## config.mk

```make
export PLATFORM = sky130hd
export DESIGN_NAME = pmpfs_ram
export DESIGN_NICKNAME = d
export VERILOG_FILES = /design/src/rtl/core/prim_mst_priority_first_search_core_macros.svh /design/src/rtl/core/pmpfs_ram.sv
export SDC_FILE = /design/constraint.sdc
export NUM_CORES = 1
export LEC_CHECK = 0
export BUFFER_PORTS_ARGS = -buffer_cell sky130_fd_sc_hd__buf_4
export CORE_ASPECT_RATIO = 1.5
export CORE_MARGIN = 3
export CORE_UTILIZATION = 35
export CTS_CLUSTER_SIZE = 24
export DETAILED_ROUTE_END_ITERATION = 10
export HOLD_SLACK_MARGIN = 0.12
export PLACE_DENSITY_LB_ADDON = 0.15
export SLEW_MARGIN = 30
export SYNTH_ARGS = -nofsm -noshare
export SYNTH_HDL_FRONTEND = slang
export SYNTH_SLANG_ARGS = --single-unit
export TNS_END_PERCENT = 5
```

## constraint.sdc

```tcl
create_clock -name clk -period 1.6 [get_ports clk]
set_input_delay 0.16 -clock clk [delete_from_list [all_inputs] [get_ports clk]]
set_output_delay 0.16 -clock clk [all_outputs]
set_load 0.05 [all_outputs]
```

## src/rtl/core/prim_mst_priority_first_search_core_macros.svh

```systemverilog
// Assertion macros for the priority-first search core
`ifndef PRIM_MST_PRIORITY_FIRST_SEARCH_CORE_MACROS_SVH
`define PRIM_MST_PRIORITY_FIRST_SEARCH_CORE_MACROS_SVH

// Check that holds at every clock edge outside reset
`define PMPFS_ASSERT(lbl, prop, msg) \
	lbl: assert property (@(posedge clk) disable iff (!arst_n) (prop)) else $error(msg);

// Check that one condition implies another in the same cycle
`define PMPFS_ASSERT_IMP(lbl, ante, cons, msg) \
	lbl: assert property (@(posedge clk) disable iff (!arst_n) (ante) |-> (cons)) else $error(msg);

`endif

```

## src/rtl/core/pmpfs_ram.sv

```systemverilog
// Generic single-write, single-read RAM with registered read data
`default_nettype none
module pmpfs_ram #(
	parameter int WIDTH = 8,
	parameter int DEPTH = 16
) (
	input  wire logic                     clk,
	input  wire logic                     we,
	input  wire logic [$clog2(DEPTH)-1:0] waddr,
	input  wire logic [WIDTH-1:0]         wdata,
	input  wire logic [$clog2(DEPTH)-1:0] raddr,
	output logic      [WIDTH-1:0]         rdata
);
	logic [WIDTH-1:0] mem_q [DEPTH];

	always_ff @(posedge clk) begin
		if (we) begin
			mem_q[waddr] <= wdata;
		end
		rdata <= mem_q[raddr];
	end
endmodule
`default_nettype wire

```

# After elaboration in Yosys (flattened, before gate mapping)
# Memories as Yosys holds them, arrays and structs flattened. A register that Yosys moved wholly into a read port is not among the register bits.
# Cells that the tools add are included.
# totals
regBits	0
inputBits	18
out_inout_bits	8
elab_cells	3
mem_count	1
mem_bits_rw	128
# op_classes
mux	2
# memory_table
name	depth	word_bits	read_ports	rd_clocked_by_memory_dff	write_ports	line	text
mem_q	16	8	1	1	1	pmpfs_ram.sv:14	logic [WIDTH-1:0] mem_q [DEPTH];
# ops
op	n
$mux W1	2

# Longest topological paths before layout
# Gate-level depths: netlist of the first run.
# depth
ltp_word	2
ltp_mapped	5
mapped_depth_nobuf	3

# Least setup slack after synthesis of the first run
# OpenSTA, ideal clock, no wires.
# synth_timing
kind	input to register
start	input waddr[2]
end	memory mem_q[0][0] (enable)
cell_stages	2
path_slack_ns	-0.053
n_path_buf	0
t_arrival_ns	1.270
cell_sequence	or3b_2 > nor3_1
# synth_rtl
element	line	text
start, declared	pmpfs_ram.sv:9	input wire logic [$clog2(DEPTH)-1:0] waddr,
end, declared	pmpfs_ram.sv:14	
# No word-level cell before the write port.

==> results of run 1 <==
-- worst max-delay path, stage by stage, from the launching register on --
cell and delay [ns]:
sky130_fd_sc_hd__edfxtp_1 0.36, sky130_fd_sc_hd__mux4_1 0.50, sky130_fd_sc_hd__a22oi_1 0.29, sky130_fd_sc_hd__nand2_1 0.09
-- per-stage QoR --
step	power [mW]	hold WS, ns
6_report	8.53	0.273
5_1_grt	8.83	0.280
4_1_cts	8.62	0.258
3_5_place_dp	4.58	0.482
3_3_place_gp	4.57	0.470
2_1_floorplan	4.36	0.259
-- logic make-up after synthesis --
group	after synthesis	share of synthesized area
AOI/OAI and AO/OA	16	0.0233
buffers and inverters	10	0.0168
DFF	136	0.778
and+or+nand+nor	35	0.0318
muxes	32	0.150
-- repair_timing --
action / in CTS / in global routing
endpoints found under the hold margin: 128 / 0
hold buffers: 8 / 0
buffers inserted: 0 / 0
-- cell usage after synthesis --
cell                              instances  area, um^2
sky130_fd_sc_hd__edfxtp_1               128        3840
sky130_fd_sc_hd__mux4_2                  18         405
sky130_fd_sc_hd__a22oi_1                 16         120
sky130_fd_sc_hd__mux4_1                  14         368
sky130_fd_sc_hd__nor2_1                  13        48.8
sky130_fd_sc_hd__nand2_1                  9        33.8
sky130_fd_sc_hd__dfxtp_1                  8         160
sky130_fd_sc_hd__nor3_1                   4        20.0
sky130_fd_sc_hd__buf_2                    3        15.0
sky130_fd_sc_hd__buf_6                    3        33.8
sky130_fd_sc_hd__clkdlybuf4s25_2          3        30.0
sky130_fd_sc_hd__nand2b_1                 2        12.5
sky130_fd_sc_hd__nand3b_1                 2        15.0
sky130_fd_sc_hd__and2_1                   1        6.26
sky130_fd_sc_hd__and2b_1                  1        7.51
sky130_fd_sc_hd__buf_4                    1        7.51
sky130_fd_sc_hd__nand3_1                  1        5.00
sky130_fd_sc_hd__nor2b_1                  1        6.26
sky130_fd_sc_hd__or3b_2                   1        8.76
-- final cells by class --
type,instances,area share
repair buffers,55,0.0754
well taps,192,0.0375
clock inverters,13,0.0279
multi-input cells,83,0.166
flip-flops and latches,136,0.625
clock buffers,18,0.0685
-- final timing paths --
path | slack [ns] | cells after the start | to | startpoint
setup / recovery | 0.24 | 3 | rdata[2] | mem_q[9][2]
hold reg to reg | 0.67 | 3 | rdata[0] | mem_q[15][0]
hold / removal | 0.27 | 3 | mem_q[4][2] | waddr[1]
setup reg to reg | 0.24 | 3 | rdata[2] | mem_q[9][2]
-- state kept, by name (all words and copies together), names as in the netlist --
| signal | count |
|---|---|
| mem_q | 128 |
| rdata | 8 |
-- power groups by stage --
stage	combinational, mW	sequential, mW	clock [mW]
detailed placement	0.499	4.08	0
floorplan	0.202	4.16	0
CTS	0.516	4.01	4.10
finish	0.503	4.01	4.02
global route	0.543	4.01	4.27
global placement	0.492	4.08	0
-- layer usage --
metal  GRT usage  vias to the layer above
li1            -                     1101
met1       0.163                     1290
met2       0.238                       47
met3      0.0388                        9
met4      0.0494                        0
met5           0                        -
==> summary.txt, run 1 <==
GRT
  • Initial antenna violation count: 0
  • First-pass GRT wire length: roughly 16 mm
  • Vias in the first global route: 2660
  • Pin count of the biggest net entering global routing: 19
  • Gr usage total: 0.137
  • Overall overflow remaining after global route: 0

Place
  • Setup slack at placement: 0.0293 ns
  • GP Congestion: 0.707
  • Placed instance area: 0.00571 mm^2
  • Total instance count after detailed placement: 458
  • Final HPWL from detailed placement: 7.02 mm
  • Buffers on Ports: 25

Timing
  • Part of the cycle the worst path needs: 0.849
  • Slew @ Worst Pin: 0.790 ns
  • Maximum clock skew at final layout: 0.00559 ns
  • Timing-limited maximum frequency: 736 MHz
  • Final worst setup slack: 0.241 ns
  • Final count of negative-setup-slack endpoints: 0
  • RSZ-0062 raised after global routing: false
  • Post-route minimum period: 1.36 ns
  • Final-layout setup total negative slack: 0 ns
  • Hold Violations, Final: 0
  • Fin. max-slew vios: 0
  • Worst rel slew slack: 0.472

Run status
  • Outcome: finished, final reports clean

Drt
  • Aggregate routed wire length: 10.3 mm
  • Routed vias/inst: 4.92
  • Remaining DRCs: 0
  • Iteration-0 DRC count of the detailed router: between 100 and 150
  • Vias after detailed routing: 2447
  • Routed wirelength normalized by instance count: 20.7 um
  • WL met3: approximately 320 um
  • Detailed-route wire length on metal 1: 4.28 mm
  • Top Layer Used: met4
  • Antenna Violating Nets Remaining: 0
  • Met2 wirelength from detailed routing: 5.57 mm
  • Number of iterations in the first detailed-routing pass: 4

Flow run
  • Max-cap check violation count: 0

Clock tree
  • Count of cells resized by post-cts repair: 0
  • TritonCTS clock tree: done
  • CTS HTree Levels: 4
  • Total clock buffers created by CTS: 17
  • Worst-path clk slew: 0.06 ns
  • Source-to-sink clock delay at the later pin of the worst-skew pair: 0.40 ns
  • Clock net sink count: 136
  • Bufs on Longest Clock Path: 2
  • Library cell used as clock root buffer: sky130_fd_sc_hd__clkbuf_16

Critical path
  • Critical path fanouts, max: 1
  • Worst Path Arrival: 1.64 ns
  • Class of the most critical setup path: reg -> reg
  • Crit path capture type: flip-flop
  • Type of element launching the critical path: flip-flop
  • Req. time, crit path: 1.88 ns

Cells and area
  • Multi-input logic area: around 0.0011 mm^2
  • Non-Filler Cell Area, Final: 0.00641 mm^2
  • Net count, final: 311
  • Most frequent standard cell in the layout excluding fill and tap cells: sky130_fd_sc_hd__edfxtp_1
  • Synthesis-to-finish area growth: 24.5%
  • Final Instance Count excl. Fillers: approximately 500
  • Total area of sequential cells: 0.00400 mm^2
  • Number of antenna cells inserted: 0
  • Commonest cells after routing, fill and taps aside: 128 x sky130_fd_sc_hd__edfxtp_1, 43 x sky130_fd_sc_hd__buf_4, 18 x sky130_fd_sc_hd__mux4_2
  • Final core utilization: 0.452
  • Filler cell count: 1256
  • Fraction of final layout cells sized beyond drive strength 1: 0.321

Floorplanning
  • Chip width: ~110 um
  • Top Ports: 26
  • Die outline area: 0.0162 mm^2
  • Die Ht: 155 um
  • Core box area: 0.0142 mm^2
  • Initial Util: 0.363
  • Row Count: between 50 and 60

Power and ir drop
  • Sequential Power Share: 0.470
  • Switching power as a share of total power: 0.200
  • Power density relative to cell area: approximately 1300 mW/mm^2
  • Switching Power: 1.70 mW
  • Fraction of power consumed by the clock network: 0.471
  • Leakage Power: about 2.2 nW
  • Largest voltage drop on the vdd net: 870 uV
  • Proportion of power drawn by combinational gates: 0.059
  • Cell internal power dissipation: 6.82 mW

Synth
  • Count of distinct cell types in the synthesized netlist: 19
  • Post-synthesis sequential area ratio: 0.778
  • Synthesized netlist net count: ~250
  • Seq cells post-synth: about 140
  • Combined area of all synthesized cells: 0.00515 mm^2
  • Number of cells produced by synthesis: 229
  • Avg Cell Area, Syn: 22.5 um^2
  • Yosys synthesis warning count: 0

Min path
  • Worst hold-check path type: in -> reg
No activity file was read; power rests on OpenSTA's default activity.
==> run 2, diff against run 1 <==
==> constraint.sdc (replaced) <==
create_clock -name clk -period 1.3 [get_ports clk]
set_input_delay 0.13 -clock clk [delete_from_list [all_inputs] [get_ports clk]]
set_output_delay 0.13 -clock clk [all_outputs]
set_load 0.05 [all_outputs]
==> run 2 against run 1 <==
Global-route usage fell by 0.14 points; highest routed layer unchanged; via count rose by 0.45%; hold slack got worse by 0.048 ns; clock skew rose by 0.0025 ns; maximum frequency rose by 6.8%; setup slack got worse by 0.21 ns; count of clock-buffer cells in the layout rose by 1; design area rose by 1.2%.
==> summary.txt, run 2 (synthesis results as in run 1) <==
Critical path
  • Critical path fanouts, max: 1 (unchanged)
  • Crit path capture type: flip-flop
  • Cell breakdown of the critical path: mux4_2 -> a22oi_2 -> nand2_1
  • Type of element launching the critical path: flip-flop
  • Req. time, crit path: 1.59 ns (-0.29 ns)
  • Critical Path Slowest Stage Cell: sky130_fd_sc_hd__mux4_2
  • CP max stage delay: 0.48 ns (-0.02 ns)
  • Class of the most critical setup path: reg -> reg
  • Worst Path Arrival: 1.57 ns (-0.07 ns)

Drt
  • Top Layer Used: met4
  • Antenna Violating Nets Remaining: 0 (unchanged)
  • Met2 wirelength from detailed routing: 5.66 mm (+1.7%)
  • WL met3: 421 um (+32%)
  • Remaining DRCs: 0 (unchanged)
  • Iteration-0 DRC count of the detailed router: 109 (-6.0%)
  • Aggregate routed wire length: 10.3 mm (+0.70%)
  • Detailed-route wire length on metal 1: 4.14 mm (-3.2%)
  • Routed vias/inst: 4.83 (-1.9%)
  • Routed wirelength normalized by instance count: 20.3 um (-1.7%)
  • Vias after detailed routing: 2458 (+0.45%)
  • Number of iterations in the first detailed-routing pass: 4 (unchanged)

Timing
  • Hold Violations, Final: 0 (unchanged)
  • Final-layout setup total negative slack: 0 ns (unchanged)
  • Final count of negative-setup-slack endpoints: 0 (unchanged)
  • Timing-limited maximum frequency: 786 MHz (+6.8%)
  • Slew @ Worst Pin: 0.964 ns (+0.175 ns)
  • Post-route minimum period: 1.27 ns (-0.0861 ns)
  • RSZ-0062 raised after global routing: true
  • Fin. max-slew vios: 0 (unchanged)
  • Part of the cycle the worst path needs: 0.979 (+0.130)
  • Final worst setup slack: 0.0269 ns (-0.214 ns)
  • Maximum clock skew at final layout: 0.00806 ns (+0.00248 ns)
  • Final worst hold slack: 0.224 ns (-0.0482 ns)
  • Worst rel slew slack: 0.356 (-0.117)

Cells and area
  • Filler cell count: 1249 (-0.56%)
  • Flip-flop count of the largest register, all copies and words added: 128 (unchanged)
  • Synthesis-to-finish area growth: 25.9%
  • Fraction of final layout cells sized beyond drive strength 1: 0.388 (+0.0667)
  • Number of antenna cells inserted: 0 (unchanged)
  • Final Instance Count excl. Fillers: 509 (+2.4%)
  • Multi-input logic area: 0.00107 mm^2 (+0.82%)
  • Top Registers: mem_q: 128 flops, rdata: 8 flops
  • Total area of sequential cells: 0.00400 mm^2 (unchanged)
  • Commonest cells after routing, fill and taps aside: 128 x sky130_fd_sc_hd__edfxtp_1, 53 x sky130_fd_sc_hd__buf_4, 27 x sky130_fd_sc_hd__mux4_2
  • Most frequent standard cell in the layout excluding fill and tap cells: sky130_fd_sc_hd__edfxtp_1
  • Net count, final: 322 (+3.5%)
  • Most flop-heavy register: mem_q

Power and ir drop
  • Post-route total power: 10.3 mW (+21%)
  • Largest voltage drop on the vdd net: 877 uV (+0.84%)
  • Power density relative to cell area: 1590 mW/mm^2 (+19%)
  • Leakage Power: 2.19 nW (-0.14%)

Floorplanning
  • Core box area: 0.0142 mm^2 (unchanged)
  • Initial Util: 0.363 (unchanged)
  • Top Ports: 26 (unchanged)
  • Die outline area: 0.0162 mm^2 (unchanged)
  • Row Count: 53 (unchanged)
  • Die Ht: 155 um (unchanged)
  • Chip width: 105 um (unchanged)

Flow run
  • Max-cap check violation count: 0 (unchanged)

Place
  • Setup slack at placement: -0.191 ns (-0.220 ns)
  • Buffers on Ports: 25 (unchanged)
  • Final HPWL from detailed placement: 7.00 mm (-0.29%)
  • GP Congestion: 0.755 (+6.7%)
  • Total instance count after detailed placement: 469 (+2.4%)

GRT
  • Gr usage total: 0.136 (-0.00135)
  • Vias in the first global route: 2576 (-3.2%)
  • Pin count of the biggest net entering global routing: 20 (+1)
  • Overall overflow remaining after global route: 0 (unchanged)
  • First-pass GRT wire length: 15.8 mm (-1.1%)
  • Initial antenna violation count: 0 (unchanged)

Clock tree
  • Total clock buffers created by CTS: 17 (unchanged)
  • Worst-path clk slew: 0.06 ns (about the same)
  • Number of buffers added for setup after CTS: 0 (unchanged)
  • TritonCTS clock tree: done
  • Source-to-sink clock delay at the later pin of the worst-skew pair: 0.41 ns (about the same)
  • Bufs on Longest Clock Path: 2 (unchanged)
  • Library cell used as clock root buffer: sky130_fd_sc_hd__clkbuf_16
  • Clock net sink count: 136 (unchanged)
  • CTS HTree Levels: 4 (unchanged)

Run status
  • Outcome: finished, final reports clean

Min path
  • Worst hold-check path type: in -> reg
==> run 2: cell count changes in the layout (fill, tap and decap cells not counted), moves of 3 or more <==
cell                       change
sky130_fd_sc_hd__a22oi_2       +8
sky130_fd_sc_hd__buf_4        +10
sky130_fd_sc_hd__clkinv_1      +3
sky130_fd_sc_hd__mux4_1        -9
sky130_fd_sc_hd__mux4_2        +9
sky130_fd_sc_hd__clkinv_2      -4
sky130_fd_sc_hd__a22oi_1       -8
==> run 2: path summary, 6_finish.rpt <==
path	start	endpoint	slack [ns]	cells after the start
worst max-delay path	mem_q[8][3]	rdata[3]	0.03	3
worst min-delay path	waddr[1]	mem_q[0][1]	0.22	3
worst max register to register	mem_q[8][3]	rdata[3]	0.03	3
worst min register to register	mem_q[14][0]	rdata[0]	0.66	3
==> run 2: routing by layer <==
layer | vias to the layer above | GRT usage
met2 | 65 | 0.234
met4 | 0 | 0.0488
met5 | - | 0
met3 | 6 | 0.0384
met1 | 1274 | 0.162
li1 | 1113 | -
==> run 2: cell type report <==
cell class	instances	share of cell area
Timing Repair Buffer	66	0.0892
Clock buffer	19	0.0668
Clock inverter	13	0.0239
Sequential cell	136	0.618
Tap cell	192	0.0371
Multi-Input combinational cell	83	0.165
==> run 2: where the power goes <==
group	total (mW)	switching, mW	leakage, nW	internal [mW]
combinational	0.661	0.376	0.687	0.286
clock	4.70	1.71	0.276	3.00
sequential	4.93	0.0311	1.22	4.90
total	10.3	2.11	2.19	8.19
==> run 2: metrics by stage <==
stage,instance area [um^2],util
2_1_floorplan,5150,-
3_3_place_gp,5800,0.409
3_5_place_dp,5800,0.409
4_1_cts,6500,0.458
5_1_grt,6480,0.457
6_report,6480,0.457
==> run 2: critical path, delay by kind of cell, from the launching register on <==
kind               cells  cell delay (ns)
and+or+nand+nor        1             0.07
DFF                    1             0.37
muxes                  1             0.48
AOI/OAI and AO/OA      1             0.24
==> run 2: what timing repair did <==
| action | 4_1_cts | 5_1_grt |
|---|---|---|
| endpoints found under the setup margin | 6 | 7 |
| hold endpoints to repair | 128 | 0 |
| hold buffers | 8 | 0 |
| pin swaps | 2 | 5 |
| resized for setup | 10 | 8 |
| cloned | 0 | 0 |
